## src/bdpc_pkg.sv

```systemverilog
// Package for the button debounce and press classifier.
// Holds the register index codes, the configuration struct and the result struct.
// No dependencies.
package bdpc_pkg;

    // Field widths fixed by the interface
    localparam int unsigned TickInBits = 32;
    localparam int unsigned TotalBits  = 8;
    localparam int unsigned TimeBits   = 16;
    localparam int unsigned EnBits     = 4;
    localparam int unsigned CfgIdxBits = 3;

    // Register indexes on the configuration port
    typedef enum logic [CfgIdxBits-1:0] {
        REG_ACTIVE_LOW     = 3'd0,
        REG_DEBOUNCE_MS    = 3'd1,
        REG_LONG_PRESS_MS  = 3'd2,
        REG_MULTI_RESET_MS = 3'd3,
        REG_EVENT_ENABLE   = 3'd4
    } t_reg_idx;

    // Bit positions in event_enable
    localparam int unsigned EnPress = 0;
    localparam int unsigned EnLong  = 1;
    localparam int unsigned EnDown  = 2;
    localparam int unsigned EnUp    = 3;

    // Reset values of the registers
    localparam logic                DefActiveLow   = 1'b0;
    localparam logic [TimeBits-1:0] DefDebounce    = 16'd50;
    localparam logic [TimeBits-1:0] DefLongPress   = 16'd1000;
    localparam logic [TimeBits-1:0] DefMultiReset  = 16'd500;
    localparam logic [EnBits-1:0]   DefEventEnable = 4'd0;

    typedef struct packed {
        logic                active_low;
        logic [TimeBits-1:0] debounce_ms;
        logic [TimeBits-1:0] long_press_ms;
        logic [TimeBits-1:0] multi_reset_ms;
        logic [EnBits-1:0]   event_enable;
    } t_cfg;

    typedef struct packed {
        logic                 down_event;
        logic                 press_event;
        logic                 long_event;
        logic                 up_event;
        logic [TotalBits-1:0] press_total;
        logic                 held_now;
    } t_result;

endpackage

```

## src/button_debounce_press_classifier.sv

```systemverilog
// Button debounce and press classifier, top level.
// A poll passes the input register, then the result register. The state update is
// one pass of compare logic. Throughput: one poll per cycle unless the sink stalls.
// Reset: synchronous active low; clears both pipeline valids and the press state,
// and loads the register defaults. Depends on bdpc_pkg, bdpc_cfg and bdpc_core.
module button_debounce_press_classifier #(
    parameter int unsigned TICK_BITS  = 32,
    parameter int unsigned COUNT_BITS = 8
) (
    input  logic                            i_clk,
    input  logic                            i_rst_n,
    // Poll channel
    input  logic                            i_in_valid,
    output logic                            o_in_ready,
    input  logic                            i_pin_level,
    input  logic [bdpc_pkg::TickInBits-1:0] i_now_ticks,
    // Result channel
    output logic                            o_out_valid,
    input  logic                            i_out_ready,
    output logic                            o_down_event,
    output logic                            o_press_event,
    output logic                            o_long_event,
    output logic                            o_up_event,
    output logic [bdpc_pkg::TotalBits-1:0]  o_press_total,
    output logic                            o_held_now,
    // Configuration channel
    input  logic                            i_cfg_valid,
    output logic                            o_cfg_ready,
    input  logic [bdpc_pkg::CfgIdxBits-1:0] i_cfg_index,
    input  logic [bdpc_pkg::TimeBits-1:0]   i_cfg_data
);

    bdpc_pkg::t_cfg                  cfg;
    bdpc_pkg::t_result               result;
    bdpc_pkg::t_result               r_out;
    logic                            r_out_valid;
    logic                            r_s1_valid;
    logic                            r_s1_level;
    logic [bdpc_pkg::TickInBits-1:0] r_s1_now;
    logic                            advance;

    assign o_cfg_ready = 1'b1;

    bdpc_cfg u_cfg (
        .i_clk       (i_clk),
        .i_rst_n     (i_rst_n),
        .i_cfg_valid (i_cfg_valid),
        .i_cfg_index (i_cfg_index),
        .i_cfg_data  (i_cfg_data),
        .o_cfg       (cfg)
    );

    // Move the held poll into the result register when that slot frees up
    assign advance    = r_s1_valid && (!r_out_valid || i_out_ready);
    assign o_in_ready = !r_s1_valid || advance;

    bdpc_core #(
        .TICK_BITS  (TICK_BITS),
        .COUNT_BITS (COUNT_BITS)
    ) u_core (
        .i_clk    (i_clk),
        .i_rst_n  (i_rst_n),
        .i_step   (advance),
        .i_level  (r_s1_level),
        .i_now    (r_s1_now),
        .i_cfg    (cfg),
        .o_result (result)
    );

    // Input register: hold a poll until the core takes it
    always_ff @(posedge i_clk) begin
        if (!i_rst_n) begin
            r_s1_valid <= 1'b0;
        end else if (o_in_ready) begin
            r_s1_valid <= i_in_valid;
        end
    end

    always_ff @(posedge i_clk) begin
        if (o_in_ready && i_in_valid) begin
            r_s1_level <= i_pin_level;
            r_s1_now   <= i_now_ticks;
        end
    end

    // Result register: hold the result until the transaction completes
    always_ff @(posedge i_clk) begin
        if (!i_rst_n) begin
            r_out_valid <= 1'b0;
        end else if (advance) begin
            r_out_valid <= 1'b1;
        end else if (i_out_ready) begin
            r_out_valid <= 1'b0;
        end
    end

    always_ff @(posedge i_clk) begin
        if (advance) begin
            r_out <= result;
        end
    end

    assign o_out_valid   = r_out_valid;
    assign o_down_event  = r_out.down_event;
    assign o_press_event = r_out.press_event;
    assign o_long_event  = r_out.long_event;
    assign o_up_event    = r_out.up_event;
    assign o_press_total = r_out.press_total;
    assign o_held_now    = r_out.held_now;

endmodule

```

## src/bdpc_cfg.sv

```systemverilog
// Configuration register bank for the button debounce and press classifier.
// Depends on bdpc_pkg for register indexes, reset values and the t_cfg struct.
module bdpc_cfg (
    input  logic                            i_clk,
    input  logic                            i_rst_n,
    input  logic                            i_cfg_valid,
    input  logic [bdpc_pkg::CfgIdxBits-1:0] i_cfg_index,
    input  logic [bdpc_pkg::TimeBits-1:0]   i_cfg_data,
    output bdpc_pkg::t_cfg                  o_cfg
);

    bdpc_pkg::t_cfg r_cfg;

    // Take one register write per transaction; unknown indexes are dropped
    always_ff @(posedge i_clk) begin
        if (!i_rst_n) begin
            r_cfg.active_low     <= bdpc_pkg::DefActiveLow;
            r_cfg.debounce_ms    <= bdpc_pkg::DefDebounce;
            r_cfg.long_press_ms  <= bdpc_pkg::DefLongPress;
            r_cfg.multi_reset_ms <= bdpc_pkg::DefMultiReset;
            r_cfg.event_enable   <= bdpc_pkg::DefEventEnable;
        end else if (i_cfg_valid) begin
            unique case (i_cfg_index)
                bdpc_pkg::REG_ACTIVE_LOW:     r_cfg.active_low     <= i_cfg_data[0];
                bdpc_pkg::REG_DEBOUNCE_MS:    r_cfg.debounce_ms    <= i_cfg_data;
                bdpc_pkg::REG_LONG_PRESS_MS:  r_cfg.long_press_ms  <= i_cfg_data;
                bdpc_pkg::REG_MULTI_RESET_MS: r_cfg.multi_reset_ms <= i_cfg_data;
                bdpc_pkg::REG_EVENT_ENABLE:
                    r_cfg.event_enable <= i_cfg_data[bdpc_pkg::EnBits-1:0];
                default: ;
            endcase
        end
    end

    assign o_cfg = r_cfg;

endmodule

```

## src/bdpc_core.sv

```systemverilog
// Press classifier state and the per-poll update logic.
// Depends on bdpc_pkg for t_cfg, t_result and the event_enable bit positions.
module bdpc_core #(
    parameter int unsigned TICK_BITS  = 32,
    parameter int unsigned COUNT_BITS = 8
) (
    input  logic                              i_clk,
    input  logic                              i_rst_n,
    input  logic                              i_step,
    input  logic                              i_level,
    input  logic [bdpc_pkg::TickInBits-1:0]   i_now,
    input  bdpc_pkg::t_cfg                    i_cfg,
    output bdpc_pkg::t_result                 o_result
);

    typedef struct packed {
        logic pending;
        logic down;
        logic press;
    } t_notify;

    logic [TICK_BITS-1:0]  r_last_rel, n_last_rel;
    logic [TICK_BITS-1:0]  r_start,    n_start;
    logic [COUNT_BITS-1:0] r_count,    n_count;
    logic                  r_pressed,  n_pressed;
    logic                  r_long_done, n_long_done;
    logic                  r_pending,  n_pending;

    logic [TICK_BITS-1:0]  now;
    logic [TICK_BITS-1:0]  since_rel;
    logic [TICK_BITS-1:0]  held;
    logic                  active;
    logic                  ev_down, ev_press, ev_long, ev_up;
    t_notify               note;

    // Press notification: gated by the press enable, deferred in long-press mode
    function automatic t_notify notify(input logic [bdpc_pkg::EnBits-1:0] en,
                                       input logic pending);
        t_notify r;
        r.pending = pending;
        r.down    = 1'b0;
        r.press   = 1'b0;
        if (en[bdpc_pkg::EnPress]) begin
            r.down = en[bdpc_pkg::EnDown];
            if (en[bdpc_pkg::EnLong]) begin
                r.pending = !pending;
                r.press   = pending;
            end else begin
                r.press = 1'b1;
            end
        end
        return r;
    endfunction

    assign now       = TICK_BITS'(i_now);
    assign active    = i_cfg.active_low ? !i_level : i_level;
    assign since_rel = now - r_last_rel;
    assign held      = now - r_start;
    assign note      = notify(i_cfg.event_enable, r_pending);

    // Classify one poll against the held state
    always_comb begin
        n_last_rel  = r_last_rel;
        n_start     = r_start;
        n_count     = r_count;
        n_pressed   = r_pressed;
        n_long_done = r_long_done;
        n_pending   = r_pending;
        ev_down     = 1'b0;
        ev_press    = 1'b0;
        ev_long     = 1'b0;
        ev_up       = 1'b0;
        if (active) begin
            if (since_rel > TICK_BITS'(i_cfg.debounce_ms)) begin
                if (!r_pressed) begin
                    n_count   = r_count + 1'b1;
                    n_start   = now;
                    n_pressed = 1'b1;
                    n_pending = note.pending;
                    ev_down   = note.down;
                    ev_press  = note.press;
                end else if (!r_long_done) begin
                    if (held >= TICK_BITS'(i_cfg.long_press_ms)) begin
                        n_pending   = 1'b0;
                        n_long_done = 1'b1;
                        ev_long     = i_cfg.event_enable[bdpc_pkg::EnLong];
                    end
                end
            end
        end else begin
            n_last_rel  = now;
            n_pressed   = 1'b0;
            n_long_done = 1'b0;
            if (r_pending) begin
                n_pending = note.pending;
                ev_down   = note.down;
                ev_press  = note.press;
            end
            // Idle window since the last press start clears the count
            if (held >= TICK_BITS'(i_cfg.multi_reset_ms)) begin
                n_count = '0;
                ev_up   = i_cfg.event_enable[bdpc_pkg::EnUp];
            end
        end
    end

    // Advance the state once per poll
    always_ff @(posedge i_clk) begin
        if (!i_rst_n) begin
            r_last_rel  <= '0;
            r_start     <= '0;
            r_count     <= '0;
            r_pressed   <= 1'b0;
            r_long_done <= 1'b0;
            r_pending   <= 1'b0;
        end else if (i_step) begin
            r_last_rel  <= n_last_rel;
            r_start     <= n_start;
            r_count     <= n_count;
            r_pressed   <= n_pressed;
            r_long_done <= n_long_done;
            r_pending   <= n_pending;
        end
    end

    assign o_result.down_event  = ev_down;
    assign o_result.press_event = ev_press;
    assign o_result.long_event  = ev_long;
    assign o_result.up_event    = ev_up;
    assign o_result.press_total = bdpc_pkg::TotalBits'(n_count);
    assign o_result.held_now    = n_pressed;

endmodule

```

## config.mk

```make
export PLATFORM = sky130hd
export DESIGN_NAME = button_debounce_press_classifier
export DESIGN_NICKNAME = d
export VERILOG_FILES = /design/src/bdpc_pkg.sv /design/src/button_debounce_press_classifier.sv /design/src/bdpc_cfg.sv /design/src/bdpc_core.sv
export SDC_FILE = /design/constraint.sdc
export NUM_CORES = 1
export LEC_CHECK = 0
export BUFFER_PORTS_ARGS = -buffer_cell sky130_fd_sc_hd__buf_2
export CORE_ASPECT_RATIO = 2
export CORE_MARGIN = 2
export CORE_UTILIZATION = 55
export CTS_CLUSTER_SIZE = 20
export DETAILED_ROUTE_END_ITERATION = 8
export MAX_ROUTING_LAYER = met4
export PLACE_DENSITY = 0.73
export SETUP_SLACK_MARGIN = 0.02
export SLEW_MARGIN = 20
export SYNTH_ARGS = -nofsm -noshare
export SYNTH_HDL_FRONTEND = slang
export SYNTH_SLANG_ARGS = --single-unit
```

## constraint.sdc

```tcl
create_clock -name i_clk -period 10 [get_ports i_clk]
set_input_delay 1.5 -clock i_clk [delete_from_list [all_inputs] [get_ports i_clk]]
set_output_delay 1.5 -clock i_clk [all_outputs]
set_load 0.005 [all_outputs]
```

==> impl_metrics.tcl <==
set metrics [dict create \
    netlist_area_sq_mm 0.0122 \
    skew_ns 0.0111 \
    drt-initial-drc-count 522 \
    syn-num-nets 1668 \
    syn-instance-count 1497 \
    dp.cells 1781 \
    post_cts_buffers 0 \
    final_cells 1813 \
    cts.clk_slew.worst_paths_ns 0.07 \
    rr_worst_depth 21 \
    grt_pass1_wl_mm 56.7 \
    rr_startpoint "r_s1_now[0]" \
    cts_max_level 4 \
    status "finished clean" \
    ys_ff_latch 176 \
    core_sq_mm 0.0220 \
    yosysTopAreaCellShare 0.214 \
    place_hpwl_mm 27.4 \
    setup_viol 0 \
    clk_latency_ns 0.46 \
    cts_tree "done" \
    hp-start "u_core.r_last_rel[13]" \
    critPathMaxFanout 34 \
    fin_area_sq_mm 0.0132 \
    clkSinkCount 176 \
    end_kind "register" \
    crit_start "r_s1_now[0]" \
    wl_per_cell_microns 19.6 \
    report.final.slew_viol_count 0 \
    synth-edff-count 46 \
    async_reset_ff_frac 0 \
    io_buffers 71 \
    critPathKind "register to register" \
    root_buffer "clkbuf_16" \
    fin_crit_ns 5.80 \
    dieHeight_microns 215 \
    fin_crit_sh 0.580 \
    ys_warn_count 0 \
    place_congestion 1.06 \
    synth_top_cell_by_area "dfxtp_1" \
    drv_cap 0 \
    synth_flop_cell "dfxtp_1" \
    worst_pin_slew_ns 0.985 \
    cp.arrival_ns 6.15 \
    synthTopCellsByArea "dfxtp_1 (21%), ha_1 (12%), edfxtp_1 (11%), nand2_1 (8.1%), a21boi_0 (5.9%)" \
    layout.cells.most_common "nand2_1" \
    hp-class "register to register" \
    fp-row-count 77 \
    r2r_slack_ns 4.20 \
    dieArea_sq_mm 0.0234 \
    wl_mm 35.6 \
    hold_violations 0 \
    drc 0 \
    antenna_cells 0 \
    rr_endpoint "u_core.r_count[1]" \
    grt_pass1_vias 10879 \
    placed_cell_area_sq_mm 0.0126 \
    drtAntennaViolNets 0 \
    grt-ovfl-total 0 \
    required_ns 10.35 \
    vias 10938 \
    die_w_microns 109 \
    dr.pass1.iters 5 \
    cts_buffers 17 \
    crit_path_start_kind "register" \
    area_delta_synth_final_pct 8.57 \
    io-pin-count 73 \
    hold-path-cell-count 2 \
    layout-drive-gt1-share 0.0891 \
    final_cell_mix "nand2_1 (263), inv_1 (131), dfxtp_1 (130), ha_1 (112), a21boi_0 (96)" \
    synth_seq_area_share 0.327 \
    start_util 0.555 \
    holdBufCountCts 0 \
    via_per_inst 6.03 \
    max_freq_ghz 0.172 \
    synth_area_per_cell_sq_um 8.14 \
    slew_headroom 0.341 \
    ir_worst_vdd_v 0.000164 \
    p_per_area_mw_per_mm2 144 \
    synth_cell_types 88 \
    clockBufferDepth 2 \
    rsz0062_at_grt "false" \
    grt_max_degree 103 \
    setup_tns_ns 0 \
    grt_use_total 0.325 \
    p_leak_nw 5.04 \
    ctsResizeCount 0 \
    min_to "u_core.r_last_rel[13]" \
    fin_nets 1695 \
    antenna_found_initial 0 \
]
-- layout make-up --
cell class | instances | area (sq um)
Timing Repair Buffer | 76 | 395
Tap cell | 276 | 345
Inverter | 131 | 492
Multi-Input combinational cell | 1122 | 7420
Fill cell | 2025 | 8740
Clock inverter | 13 | 139
Sequential cell | 176 | 3980
Clock buffer | 19 | 454
-- state kept, by name, indices dropped and copies added, names as in the netlist, 8 cells and up --
name               count
u_core.r_start        32
o_press_total          8
u_core.r_count         8
u_cfg.o_cfg           53
u_core.r_last_rel     32
r_s1_now              32
-- where the power goes --
part | total [mW] | switching [mW] | internal (mW)
Combinational | 0.442 | 0.274 | 0.168
Clock | 0.684 | 0.317 | 0.367
Sequential | 0.783 | 0.0256 | 0.758
Total | 1.91 | 0.617 | 1.29
-- cells in the mapped netlist (12+ instances only) --
library cell	number
a21boi_0	96
a21o_1	34
a21oi_1	88
a31oi_1	12
clkbuf_1	50
dfxtp_1	130
edfxtp_1	46
ha_1	112
inv_1	131
mux2i_1	13
nand2_1	263
nand3_1	45
nand4_1	28
nor2_1	65
nor2b_1	19
nor3_1	21
o211ai_1	32
o21a_1	17
o21ai_0	51
xnor2_1	25
xor2_1	15
-- how the worst max path moves through the flow --
| stage | endpoint | slack (ns) | depth (start not counted) |
|---|---|---|---|
| finish | u_core.r_count[1] | 4.20 | 21 |
| floorplan | o_press_event | 5.04 | 24 |
| detailed placement | u_core.r_count[1] | 4.22 | 21 |
| global placement | u_core.r_count[1] | 4.40 | 21 |
| CTS | u_core.r_count[1] | 4.19 | 21 |
| global route | u_core.r_count[1] | 3.83 | 21 |
-- kinds of logic after synthesis --
kind of cell	after synthesis	synth area share
AND/OR/NAND/NOR	521	0.201
AO/OA/AOI/OAI	429	0.246
buffers and inverters	199	0.0648
flip-flops	176	0.327
adder cells (fa/ha/maj)	114	0.118
XOR/XNOR	40	0.0288
multiplexers	17	0.0144
other	1	0.000308
-- per-stage QoR --
step / util / total power, mW / worst slack (ns) / hold WS, ns
after CTS: 0.602 / 1.91 / 4.19 / 0.468
after detailed placement: 0.575 / 1.23 / 4.22 / 0.458
after floorplan: - / 1.11 / 5.04 / 0.443
final: 0.602 / 1.91 / 4.20 / 0.463
after global routing: 0.602 / 2.00 / 3.83 / 0.489
after global placement: 0.575 / 1.23 / 4.40 / 0.450
-- layer usage --
layer  routed length, microns  track usage  vias to the layer above
met2                    18500        0.561                      276
met4                     3060        0.235                        0
met3                     1060       0.0483                      121
met1                    13000        0.321                     5157
met5                        0            -                        -
li1                         -            -                     5384
-- critical path, stage by stage (launching register included) --
cell,delay [ns]
edfxtp_1,0.41
inv_1,0.10
ha_1,0.17
inv_1,0.05
fa_1,0.41
a21o_2,0.23
a31o_4,0.27
a31oi_2,0.28
nor2_1,0.09
nor2_1,0.12
xnor2_1,0.09
ha_1,0.30
nand4_1,0.11
or3_1,0.42
nor3_1,0.25
o2bb2ai_1,0.14
a2111oi_0,0.30
o2111ai_1,0.16
or4_1,0.66
nand3_2,0.66
o21ai_0,0.20
a31o_2,0.24
No activity file was read; power rests on OpenSTA's default activity.
